--- src/rtl/turtle_vector_pen_top_assert.svh ---
// Assertion macros for the pen engine modules; tvp_back includes them.
`ifndef TURTLE_VECTOR_PEN_TOP_ASSERT_SVH
`define TURTLE_VECTOR_PEN_TOP_ASSERT_SVH

// Property that holds in the same cycle.
`define TVP_ASSERT_NOW(lbl, ante, cons, msg) \
  lbl: assert property (@(posedge clk) disable iff (rst) (ante) |-> (cons)) else $error(msg);

// Property whose consequent holds in the next cycle.
`define TVP_ASSERT_NEXT(lbl, ante, cons, msg) \
  lbl: assert property (@(posedge clk) disable iff (rst) (ante) |=> (cons)) else $error(msg);

`endif

--- src/rtl/tvp_pkg.sv ---
package tvp_pkg;

  // operation codes
  localparam logic [2:0] OP_SET_POSE   = 3'd0;
  localparam logic [2:0] OP_FORWARD    = 3'd1;
  localparam logic [2:0] OP_TURN_RIGHT = 3'd2;
  localparam logic [2:0] OP_TURN_LEFT  = 3'd3;
  localparam logic [2:0] OP_SET_PEN    = 3'd4;

  localparam int OP_W   = 3;
  localparam int POSE_W = 16;
  localparam int TURN_W = 16;
  localparam int DIST_W = 15;
  localparam int GAIN_W = 30;
  localparam int PROD_W = DIST_W + GAIN_W;
  localparam int XY_W   = 34;   // Q8 plus 16 guard bits, with headroom for the CORDIC gain
  localparam int Z_W    = 32;   // residual angle, 2^32 = one full turn
  localparam int DX_W   = XY_W - 16;

  localparam logic [GAIN_W-1:0] GAIN_Q30 = 30'd652032874;
  localparam int START_XY = 6400;

  typedef struct packed {
    logic                     is_pose;
    logic                     emit;
    logic signed [XY_W-1:0]   x;
    logic signed [XY_W-1:0]   y;
    logic [Z_W-1:0]           z;
    logic signed [POSE_W-1:0] pose_x;
    logic signed [POSE_W-1:0] pose_y;
  } item_t;

  function automatic logic [Z_W-1:0] atan_entry(input int idx);
    logic [Z_W-1:0] a;
    case (idx)
      0:  a = 32'h20000000;
      1:  a = 32'h12E4051E;
      2:  a = 32'h09FB385B;
      3:  a = 32'h051111D4;
      4:  a = 32'h028B0D43;
      5:  a = 32'h0145D7E1;
      6:  a = 32'h00A2F61E;
      7:  a = 32'h00517C55;
      8:  a = 32'h0028BE53;
      9:  a = 32'h00145F2F;
      10: a = 32'h000A2F98;
      11: a = 32'h000517CC;
      12: a = 32'h00028BE6;
      13: a = 32'h000145F3;
      14: a = 32'h0000A2FA;
      15: a = 32'h0000517D;
      16: a = 32'h000028BE;
      17: a = 32'h0000145F;
      18: a = 32'h00000A30;
      19: a = 32'h00000518;
      20: a = 32'h0000028C;
      21: a = 32'h00000146;
      22: a = 32'h000000A3;
      23: a = 32'h00000051;
      24: a = 32'h00000029;
      25: a = 32'h00000014;
      26: a = 32'h0000000A;
      27: a = 32'h00000005;
      28: a = 32'h00000003;
      29: a = 32'h00000001;
      30: a = 32'h00000001;
      default: a = 32'h00000000;
    endcase
    return a;
  endfunction

endpackage

--- src/rtl/tvp_front.sv ---
module tvp_front #(
  parameter int ANGLE_BITS = 16
) (
  input  logic                             clk,
  input  logic                             rst,
  input  logic                             in_valid,
  output logic                             in_stall,
  input  logic [tvp_pkg::OP_W-1:0]         operation,
  input  logic signed [tvp_pkg::POSE_W-1:0] pose_x,
  input  logic signed [tvp_pkg::POSE_W-1:0] pose_y,
  input  logic [tvp_pkg::POSE_W-1:0]       pose_heading,
  input  logic [tvp_pkg::DIST_W-1:0]       distance,
  input  logic [tvp_pkg::TURN_W-1:0]       turn_amount,
  input  logic                             pen_value,
  input  logic                             down_free,
  output tvp_pkg::item_t                   item,
  output logic                             valid
);

  logic [ANGLE_BITS-1:0]         heading;
  logic                          pen_lowered;
  logic                          free;
  logic                          accept;
  logic [tvp_pkg::Z_W-1:0]       z_raw;
  logic                          flip;
  logic [tvp_pkg::PROD_W-1:0]    prod;
  logic signed [tvp_pkg::XY_W-1:0] x_mag;
  tvp_pkg::item_t                item_next;

  assign free     = !valid || down_free;
  assign in_stall = !free;
  assign accept   = in_valid && free;

  assign z_raw = tvp_pkg::Z_W'(heading) << (tvp_pkg::Z_W - ANGLE_BITS);
  // second or third quarter: start from the negated vector, half a turn on
  assign flip  = z_raw[tvp_pkg::Z_W-1] ^ z_raw[tvp_pkg::Z_W-2];
  assign prod  = tvp_pkg::PROD_W'(distance) * tvp_pkg::PROD_W'(tvp_pkg::GAIN_Q30);
  assign x_mag = $signed(tvp_pkg::XY_W'(prod[tvp_pkg::PROD_W-1:14]));

  always_comb begin
    item_next.is_pose = (operation == tvp_pkg::OP_SET_POSE);
    item_next.emit    = pen_lowered;
    item_next.x       = flip ? -x_mag : x_mag;
    item_next.y       = '0;
    item_next.z       = {z_raw[tvp_pkg::Z_W-1] ^ flip, z_raw[tvp_pkg::Z_W-2:0]};
    item_next.pose_x  = pose_x;
    item_next.pose_y  = pose_y;
  end

  always_ff @(posedge clk) begin
    if (rst) begin
      valid       <= 1'b0;
      heading     <= ANGLE_BITS'(1) << (ANGLE_BITS - 2);
      pen_lowered <= 1'b1;
    end else begin
      if (free) begin
        valid <= in_valid && (operation == tvp_pkg::OP_SET_POSE ||
                              operation == tvp_pkg::OP_FORWARD);
      end
      if (accept) begin
        case (operation)
          tvp_pkg::OP_SET_POSE:   heading     <= ANGLE_BITS'(pose_heading);
          tvp_pkg::OP_TURN_RIGHT: heading     <= heading - ANGLE_BITS'(turn_amount);
          tvp_pkg::OP_TURN_LEFT:  heading     <= heading + ANGLE_BITS'(turn_amount);
          tvp_pkg::OP_SET_PEN:    pen_lowered <= pen_value;
          default: ;
        endcase
      end
    end
  end

  always_ff @(posedge clk) begin
    if (free) begin
      item <= item_next;
    end
  end

endmodule

--- config.mk ---
export PLATFORM = sky130hd
export DESIGN_NAME = tvp_front
export DESIGN_NICKNAME = d
export VERILOG_FILES = /design/src/rtl/turtle_vector_pen_top_assert.svh /design/src/rtl/tvp_pkg.sv /design/src/rtl/tvp_front.sv
export SDC_FILE = /design/constraint.sdc
export NUM_CORES = 1
export LEC_CHECK = 0
export ABC_AREA = 0
export BUFFER_PORTS_ARGS = -buffer_cell sky130_fd_sc_hd__buf_2
export CAP_MARGIN = 5
export CORE_MARGIN = 10
export CORE_UTILIZATION = 59
export DETAILED_ROUTE_END_ITERATION = 12
export GPL_TIMING_DRIVEN = 0
export PLACE_DENSITY = 0.86
export SETUP_SLACK_MARGIN = 0.05
export SYNTH_ARGS = -nofsm -noshare
export SYNTH_HDL_FRONTEND = slang
export SYNTH_SLANG_ARGS = --single-unit
export TNS_END_PERCENT = 100
--- constraint.sdc ---
create_clock -name clk -period 10 [get_ports clk]
set_clock_uncertainty 0.1 [all_clocks]
set_input_delay 1.5 -clock clk [delete_from_list [all_inputs] [get_ports clk]]
set_output_delay 1.5 -clock clk [all_outputs]
set_load 0.05 [all_outputs]
# Yosys cells after proc, flatten, opt, wreduce, memory -nomap -nowiden
# Cells that the tools add are included.
word_totals:
  ff_bits: 102
  out_inout_bits: 136
  wordCells: 32
classes:
  add_sub_neg: 3
  n_mul: 1
  eq_ne: 4
  mux: 2
  n_bitwise: 2
  n_reduce_logical: 10
ops:
  columns: ["op", "count"]
  rows:
  - ["case mux 16 bit (3 select lines)", 1]
  - ["multiplier 15 x 29 -> 44 bit (second input constant)", 1]
  - ["negator 31 -> 34 bit", 1]
  - ["two-way mux 31 bit", 1]
  - ["adder 16 bit", 1]
  - ["subtractor 16 bit", 1]
  - ["equality test 3 x 2 -> 1 bit (second input constant)", 2]
  - ["AND reduction 2 bit", 2]
  - ["equality test 3 x 1 -> 1 bit (second input constant)", 1]
  - ["equality test 3 bit (second input constant)", 1]
  - ["logical NOT 3 bit", 1]
  - ["nonzero test 3 bit", 1]
  - ["logical AND 1 bit", 2]
  - ["logical NOT 1 bit", 2]
  - ["logical OR 1 bit", 2]
  - ["XOR 1 bit", 2]

# Depth between registers and ports, before layout
# Gate-level depths: netlist (run 1).
logic_depth:
  word_depth: 4
  mapped_depth: 28
  ltp_nobuf: 26

# Worst setup path after synthesis (run 1)
# No wires, ideal clock.
synth_timing:
  path_kind: "in2reg"
  from: "input port distance[12] (netlist name)"
  to: "register item[127] (netlist name), data pin"
  setup_time_ps: 260
  arrival_time_ps: 7751
  required_time_ps: 9640
  slack_ps: 1890
  cell_stages: 23
  cell_sequence: "ha_1 -> clkbuf_1 -> xor2_1 -> ha_1 -> xnor2_1 -> ha_1 -> fa_1 -> fa_1 -> inv_1 -> fa_1 -> inv_1 -> ha_1 -> a21oi_1 -> and2_1 -> nand2_1 -> a31oi_1 -> or2_1 -> a211oi_1 -> or4b_4 -> or3_4 -> or4b_4 -> o31ai_2 -> xnor2_1"
synth_rtl:
  columns: ["item", "line", "source"]
  rows:
  - ["start, declared", "tvp_front.sv:12", "input logic [tvp_pkg::DIST_W-1:0] distance,"]
  - ["end signal, assigned", "tvp_front.sv:74", "item <= item_next;"]
  - ["end, declared", "tvp_front.sv:16", "output tvp_pkg::item_t item,"]

==> run metrics, run 1 <==
GRT overflow=0; Die Y=169.1 um; total CTS buffers=9; CTS root buffer=clkbuf_16; wl on met1=14.18 mm; share of layout cells above drive strength 1=17.42%; WL met2=around 17 mm; Fin Setup TNS=0 ns; DIE AREA=roughly 29000 um^2; Mapped Cells=approximately 1300; post-synthesis compound-gate area fraction=11.64%; main combinational cell family by area after synthesis=adder cells; Routed Antenna Nets=0; largest net degree at the start of global routing=74; DR WL/cell=18.74 um; startpoint types=primary input; leading post-synthesis cells by cell area=fa_1 23%, edfxtp_1 19%, ha_1 17%, inv_1 6.7%, xnor2_1 3.5%; IO Pins=223; Synth area leader=fa_1; Final Wtd Congestion=1.014; Max clock buf depth=2; cell area after synthesis=13110 um^2; Setup CP Type=primary input to flip-flop; cts hold-fix bufs=0; routed wire length=34.63 mm; simple-gate portion of the synthesized area=10.51%; DR pass1 iterations=5; status=complete, no violations; Slew Limit Headroom=48.41%; initial antenna violation count=1; mux cell area share after synthesis=0.3054%; vias in the first global route=10420; area grow syn2layout=13.01%; DP HPWL=30.17 mm; clk_lat worst skew=between 0.3 and 0.4 ns; max-slew violations=0; # setup viols final=0; Worst-Margin Slew=approximately 0.76 ns; Reg clk slew, reported paths=around 0.070 ns; Post-Synth XOR/XNOR Area=5.478%; Data arrival, critical path=9.22 ns; Via Count=10150; fmax=0.1085 GHz; mean area per synthesized cell=9.857 um^2; Adder-Cell Fraction of Synth Area=39.57%; maximum capacitance violations=0; Core ar.=between 20000 and 25000 um^2; Post-CTS Setup Inserts=0; Final #Nets=between 1500 and 2000; # DRC=0; Main synth FF type=edfxtp_1; worst hold path type=flip-flop to flip-flop; Total GRT Usage=23.93%; CTS tree=yes; sequential fraction of the synthesis area=21.99%; YS warnings=0; Resized cells post-CTS=0; initial DRC count=between 700 and 800; Unique masters post-synth=74; global-route wire length before repair=55.08 mm; #FFs+latches synth=102; Rows=54; Max H-tree Level=3; RSZ-0062 raised after global routing=false; placed inst area=~15000 um^2; initial core utilization=60.07%; final period utilization=between 90% and 100%; Vias/cell=5.492; uppermost layer routed=met5; Post-synth EDFFs=84; crit-path max FO=9; share of the synthesized area in the top cell type=23.06%; Async SR Flop Fraction=0%; Worst EP required=10.00 ns; Final Critical Period=9.217 ns; Final Hold Violating Endpoints=0; CP endpoint kind=flip-flop; die width=about 170 um; routed wl met3=2.842 mm; final instance area=14820 um^2; clk sinks=102; port bufs=171
[cell usage in the layout (no fill, tap or decap), types with 4 or more instances in the layout]
cell         n
a211oi_1     6
a21boi_0     4
a21o_1      27
a21oi_1     65
a311oi_1    11
a31oi_1      7
and2_1      10
and3_1       6
buf_2      174
buf_4       52
clkbuf_1    20
clkbuf_16    9
conb_1      50
dfxtp_1     18
edfxtp_1    84
fa_1       151
ha_1       173
inv_1      234
mux2i_1      4
nand2_1     84
nand2b_1     7
nand3_1     16
nand4_1      6
nor2_1      68
nor2b_1     10
nor3_1      29
nor4_1       7
o211ai_1     6
o21a_1       6
o21ai_0     41
o21ai_1      4
o21bai_1    11
o31ai_1      7
or2_2       10
or3_1        7
xnor2_1     53
xor2_1      29
[cell usage after synthesis (all sizes together) (4+ instances only)]
cell	count
o21bai	11
o21a	6
nor2	69
mux2i	4
nand4	6
xnor2	53
and3	6
a211oi	7
a21oi	67
nand3	16
a21o	27
nor2b	10
dfxtp	18
a21boi	4
xor2	29
clkbuf	18
nor3	29
nand2	84
fa	151
nor4	8
or3	8
ha	173
nand2b	8
or2	11
buf	57
o211ai	6
edfxtp	84
o31ai	10
and2	10
o21ai	47
a311oi	11
a31oi	7
inv	234
[state kept, by name, indices dropped and copies added, names as in the netlist]
| register | count |
|---|---|
| heading | 16 |
| valid | 1 |
| pen_lowered | 1 |
| item | 84 |
[layout make-up]
| type | count | area, um^2 |
|---|---|---|
| clock inverters | 4 | 31.28 |
| multi-input cells | 968 | 9045 |
| well taps | 280 | 350.3 |
| plain buffers | 75 | 495.5 |
| clock buffers | 12 | 246.5 |
| diodes | 1 | 2.502 |
| flip-flops and latches | 102 | 2883 |
| repair buffers | 172 | 883.3 |
| fillers | 1717 | 7008 |
| inverters | 234 | 878.3 |
[metrics by stage]
| step | utilization [%] | worst slack (ns) | hold slack [ns] | instances |
|---|---|---|---|---|
| floorplan | - | 1.890 | 0.3076 | 1379 |
| global route | 67.88 | 0.4611 | 0.3832 | 1847 |
| detailed placement | 66.60 | 0.4900 | 0.3550 | 1831 |
| global placement | 66.44 | 0.4524 | 0.3531 | 1830 |
| finish | 67.89 | 0.7830 | 0.3695 | 1848 |
| CTS | 67.88 | 0.7912 | 0.3666 | 1847 |
[final timing paths]
path / to / start / depth (start not counted) / slack (ns)
worst max-delay path: item[127] / distance[12] / 24 / 0.78
worst min-delay path: item[59] / heading[11] / 0 / 0.37
worst max register to register: heading[15] / heading[1] / 12 / 6.63
worst min register to register: item[59] / heading[11] / 0 / 0.37
[critical path, stage by stage]
cell and delay (ns):
buf_2 0.20, ha_1 0.37, clkbuf_1 0.41, xor2_1 0.35
ha_1 0.35, xnor2_1 0.26, ha_1 0.31, fa_1 0.54
fa_1 0.59, inv_1 0.06, fa_1 0.49, inv_1 0.04
ha_1 0.38, a21oi_1 0.40, and2_1 0.26, nand2_1 0.07
a31oi_1 0.36, o31ai_1 0.15, xor2_1 0.19, nor3_1 0.36
nor4bb_1 0.60, or4b_4 0.57, o31ai_2 0.28, xnor2_1 0.10
[kinds of logic after synthesis]
| logic type | count (synthesis) |
|---|---|
| buf+inv | 309 |
| flops | 102 |
| xor+xnor | 82 |
| mux | 4 |
| fa+ha+maj | 324 |
| simple gates | 279 |
| compound gates | 229 |
| other cells | 1 |
[routing by layer]
metal | up-vias | global-route usage [%]
met5 | - | 0
met4 | 2 | 7.467
met3 | 55 | 5.164
met2 | 428 | 40.74
met1 | 4830 | 29.75
li1 | 4835 | -
Power of run 1 is left out: the tool's default activity adds up to more than one toggle a clock period on the data nets, which glitch-free logic cannot reach.
==> inputs of run 2 (changes only) <==
CELL_PAD_IN_SITES_DETAIL_PLACEMENT = 0   (was default)
CELL_PAD_IN_SITES_GLOBAL_PLACEMENT = 1   (was default)
CORE_UTILIZATION = 45   (was 59)
PLACE_DENSITY = 0.85   (was 0.86)
==> run 2 against run 1 <==
Cell count grew 5.6%. Maximum frequency shrank 0.16%. Count of clock-buffer cells in the layout shrank 2. Sequential cell count is the same. Critical endpoint unchanged.
==> run metrics, run 2 (synthesis gave the netlist of run 1 again) <==
status=complete, no violations; Final Wtd Congestion=approximately 0.94; Total GRT Usage=between 10% and 20%; Worst EP required=10.00 ns; biggest regs=item: 84 flops, heading: 16 flops; Vias/cell=5.040; global-route wire length before repair=53.70 mm; crit-path max FO=9; FF/Latch Area=slightly below 3000 um^2; clk sinks=just over 100; startpoint types=primary input; CTS root buffer=clkbuf_16; Largest register FFs=84; Reg clk slew, reported paths=0.07 ns; Setup CP Type=primary input to flip-flop; ANT cells=0; GRT overflow=0; Final Worst Setup Slack=around 0.77 ns; die width=190.7 um; Slew Limit Headroom=47.39%; Final Hold Violating Endpoints=0; commonest non-fill, non-tap cell in the layout=inv_1; DR pass1 iterations=4; total CTS buffers=9; Max clock buf depth=2; # setup viols final=0; Rows=62; fmax=0.1083 GHz; DIE AREA=36360 um^2; DP HPWL=29.61 mm; Final #Nets=1973; routed wire length=approximately 34 mm; initial DRC count=about 470; final period utilization=92.32%; initial antenna violation count=0; max-slew violations=0; Max H-tree Level=3; RSZ-0062 raised after global routing=false; share of layout cells above drive strength 1=17.42%; initial core utilization=45.68%; IO Pins=223; Final Core Density=a little over half; Fin Setup TNS=0 ns; Core ar.=28700 um^2; CTS tree=yes; Die Y=190.7 um; Filler cells=2680; area of the multi-input gates=9045 um^2; Worst-Margin Slew=0.7819 ns; Most flops, register=item; Routed Antenna Nets=0; area grow syn2layout=13.96%; # DRC=0; most frequent cells in the layout=234 x inv_1, 174 x buf_2, 173 x ha_1; vias in the first global route=10080; Data arrival, critical path=9.23 ns; clk_lat worst skew=between 0.3 and 0.4 ns; Resized cells post-CTS=0; Post-CTS Setup Inserts=0; worst hold path type=flip-flop to flip-flop; cts hold-fix bufs=0; Via Count=between 9000 and 10000; Final Critical Period=~9 ns; DR WL/cell=~17 um; CP endpoint kind=flip-flop; dpl ws=0.4413 ns; largest net degree at the start of global routing=66; maximum capacitance violations=0; port bufs=171
## run 2: changes by cell type in the layout (fill, tap and decap cells not counted), sizes merged
cell	before	now
clkbuf	30	28
diode	1	0
clkinv	1	3
## run 2: routing by layer
| layer | routed length [um] | vias up | share of wire [%] | track usage [%] |
|---|---|---|---|---|
| li1 | - | 4844 | - | - |
| met1 | 15410 | 4649 | 45 | 24.55 |
| met2 | 15520 | 311 | 46 | 30.46 |
| met3 | 2457 | 29 | 7.2 | 3.804 |
| met4 | 629 | 0 | 1.8 | 5.058 |
| met5 | 0 | - | 0 | 0 |
## run 2: path summary, 6_finish.rpt
| path | start | endpoint | slack [ns] | cells past startpoint |
|---|---|---|---|---|
| setup / recovery | distance[4] | item[127] | 0.77 | 26 |
| hold reg to reg | pen_lowered | item[132] | 0.34 | 0 |
| setup reg to reg | heading[1] | heading[15] | 6.73 | 12 |
| hold / removal | pen_lowered | item[132] | 0.34 | 0 |
## run 2: metrics by stage
step | area, um^2 | instances | hold WS (ns)
after floorplan | 13290 | 1379 | 0.3076
after global placement | 14630 | 1934 | 0.3144
after detailed placement | 14670 | 1935 | 0.3255
after CTS | 14940 | 1951 | 0.3419
after global routing | 14940 | 1951 | 0.3558
final | 14940 | 1951 | 0.3405
## run 2: layout make-up
class / instances / share of cell area, %
inverters: 234 / 5.879
clock buffers: 10 / 1.533
clock inverters: 6 / 0.3099
repair buffers: 172 / 5.912
plain buffers: 75 / 3.316
multi-input cells: 968 / 60.54
flip-flops and latches: 102 / 19.29
well taps: 384 / 3.216
## run 2: critical path, stage by stage
cell and delay [ns]:
buf_2 0.29, inv_1 0.08, ha_1 0.38, inv_1 0.14, fa_1 0.57, inv_1 0.06, fa_1 0.50, inv_1 0.05
fa_1 0.36, inv_1 0.08, fa_1 0.44, fa_1 0.54, inv_1 0.04, ha_1 0.29, buf_6 0.14, a21oi_2 0.10
o21ai_1 0.12, a2111oi_2 0.63, or3_1 0.22, o2111ai_1 0.15, nor4_1 0.73, nand4_1 0.27, nor4bb_1 0.60, or4b_4 0.58
o31ai_2 0.28, xnor2_1 0.10
Power of run 2 is left out for the same reason.
==> inputs of run 3 (changes only) <==
CORE_UTILIZATION = 41   (was 45)
PLACE_DENSITY = 0.82   (was 0.85)
clock period = 7.8 ns   (was 10 ns; I/O delays follow)
==> run 3 against run 2 <==
Final area increased by 7.3%. Global-route usage is 0.30 points lower. First-iteration DRC count decreased by 11%. Sequential share of layout area shrank 1.3 points. Count of clock-buffer cells in the layout is the same. Largest cell class unchanged. Routed wire length is 7.0% higher. Setup slack got worse by 0.75 ns. Non-clock buffer count grew 33. Utilization is 1.3 points lower.
==> run metrics, run 3 (synthesis gave the netlist of run 1 again) <==
Final #Nets=2006; clk sinks=between 100 and 150; worst hold path type=flip-flop to flip-flop; biggest regs=item: 84 flops, heading: 16 flops; Slew Limit Headroom=53.24%; CTS tree=yes; Final Critical Period=7.778 ns; DIE AREA=39530 um^2; Worst-Margin Slew=a little under 0.7 ns; Worst path slowest cell=fa_1; startpoint types=primary input; Final Core Density=50.79%; uppermost layer routed=met4; CP endpoint kind=flip-flop; Reg clk slew, reported paths=0.07 ns; initial core utilization=41.55%; maximum capacitance violations=0; critical path's largest stage delay=0.59 ns; total CTS buffers=9; DR WL/cell=18.18 um; port bufs=~170; placed inst area=14690 um^2; CTS root buffer=clkbuf_16; fmax=0.1286 GHz; FF/Latch Area=around 2900 um^2; Filler cells=2939; area of the multi-input gates=9751 um^2; Largest register FFs=84; vias in the first global route=between 10000 and 15000; cts hold-fix bufs=0; Total GRT Usage=18.32%; DR pass1 iterations=5; clk_lat worst skew=0.34 ns; initial antenna violation count=0; final period utilization=99.72%; most frequent cells in the layout=225 x inv_1, 158 x buf_2, 147 x ha_1; global-route wire length before repair=between 50 and 60 mm; Worst EP required=between 7 and 8 ns; Routed Antenna Nets=0; Die Y=just under 200 um; share of layout cells above drive strength 1=around 26%; GRT overflow=0; WL met2=16.99 mm; Rows=65; Max clock buf depth=2; wl on met1=roughly 16 mm; DP HPWL=a little over 30 mm; ANT cells=0; # setup viols final=0; status=complete, no violations; # DRC=0; RSZ-0062 raised after global routing=true; largest net degree at the start of global routing=56; initial DRC count=418; max-slew violations=0; area grow syn2layout=22.26%; Final Wtd Congestion=0.9636; Setup CP Type=primary input to flip-flop; most frequent CP cell=fa_1; Via Count=10030; routed wl met3=2.810 mm; Data arrival, critical path=7.75 ns; hold slack=0.3402 ns; routed wire length=approximately 36 mm; Most flops, register=item; Max H-tree Level=3; Vias/cell=5.010; Final Hold Violating Endpoints=0; crit-path max FO=8; IO Pins=223; Fin Setup TNS=0 ns; commonest non-fill, non-tap cell in the layout=inv_1; final instance area=16030 um^2; Core ar.=31560 um^2; die width=198.8 um
run 3: through the flow:
step	worst slack, ns	std cells
6_report	0.02205	2002
3_3_place_gp	-1.459	1952
2_1_floorplan	0.06623	1379
4_1_cts	0.02385	1992
5_1_grt	-0.1970	2002
3_5_place_dp	-1.456	1953
run 3: area by class of cell:
type | count | area share, %
multi-input cells | 968 | 60.84
plain buffers | 74 | 3.146
clock buffers | 10 | 1.429
clock inverters | 6 | 0.2810
flip-flops and latches | 102 | 17.99
well taps | 402 | 3.138
inverters | 234 | 5.527
repair buffers | 206 | 7.658
run 3: final timing paths:
check | slack, ns | cells after the start | start | end
setup / recovery | 0.02 | 25 | distance[4] | item[130]
hold / removal | 0.34 | 0 | pen_lowered | item[132]
setup reg to reg | 4.53 | 12 | heading[1] | heading[15]
hold reg to reg | 0.34 | 0 | pen_lowered | item[132]
run 3: timing repair:
action,4_1_cts,5_1_grt
endpoints found under the hold margin,0,0
setup buffers,24,10
gates resized for setup,128,51
endpoints found under the setup margin,17,13
pin swaps,43,25
run 3: layer usage:
| metal | vias up | global-route usage, % |
|---|---|---|
| li1 | 4906 | - |
| met1 | 4816 | 23.93 |
| met2 | 287 | 30.57 |
| met3 | 22 | 3.802 |
| met4 | 0 | 3.928 |
| met5 | - | 0 |
run 3: critical path: cells and delay by family:
kind / cells / cell delay, ns
fa+ha+maj: 7 / 3.18
simple gates: 9 / 2.50
buf+inv: 7 / 0.75
compound gates: 2 / 0.15
Power of run 3 is left out for the same reason.
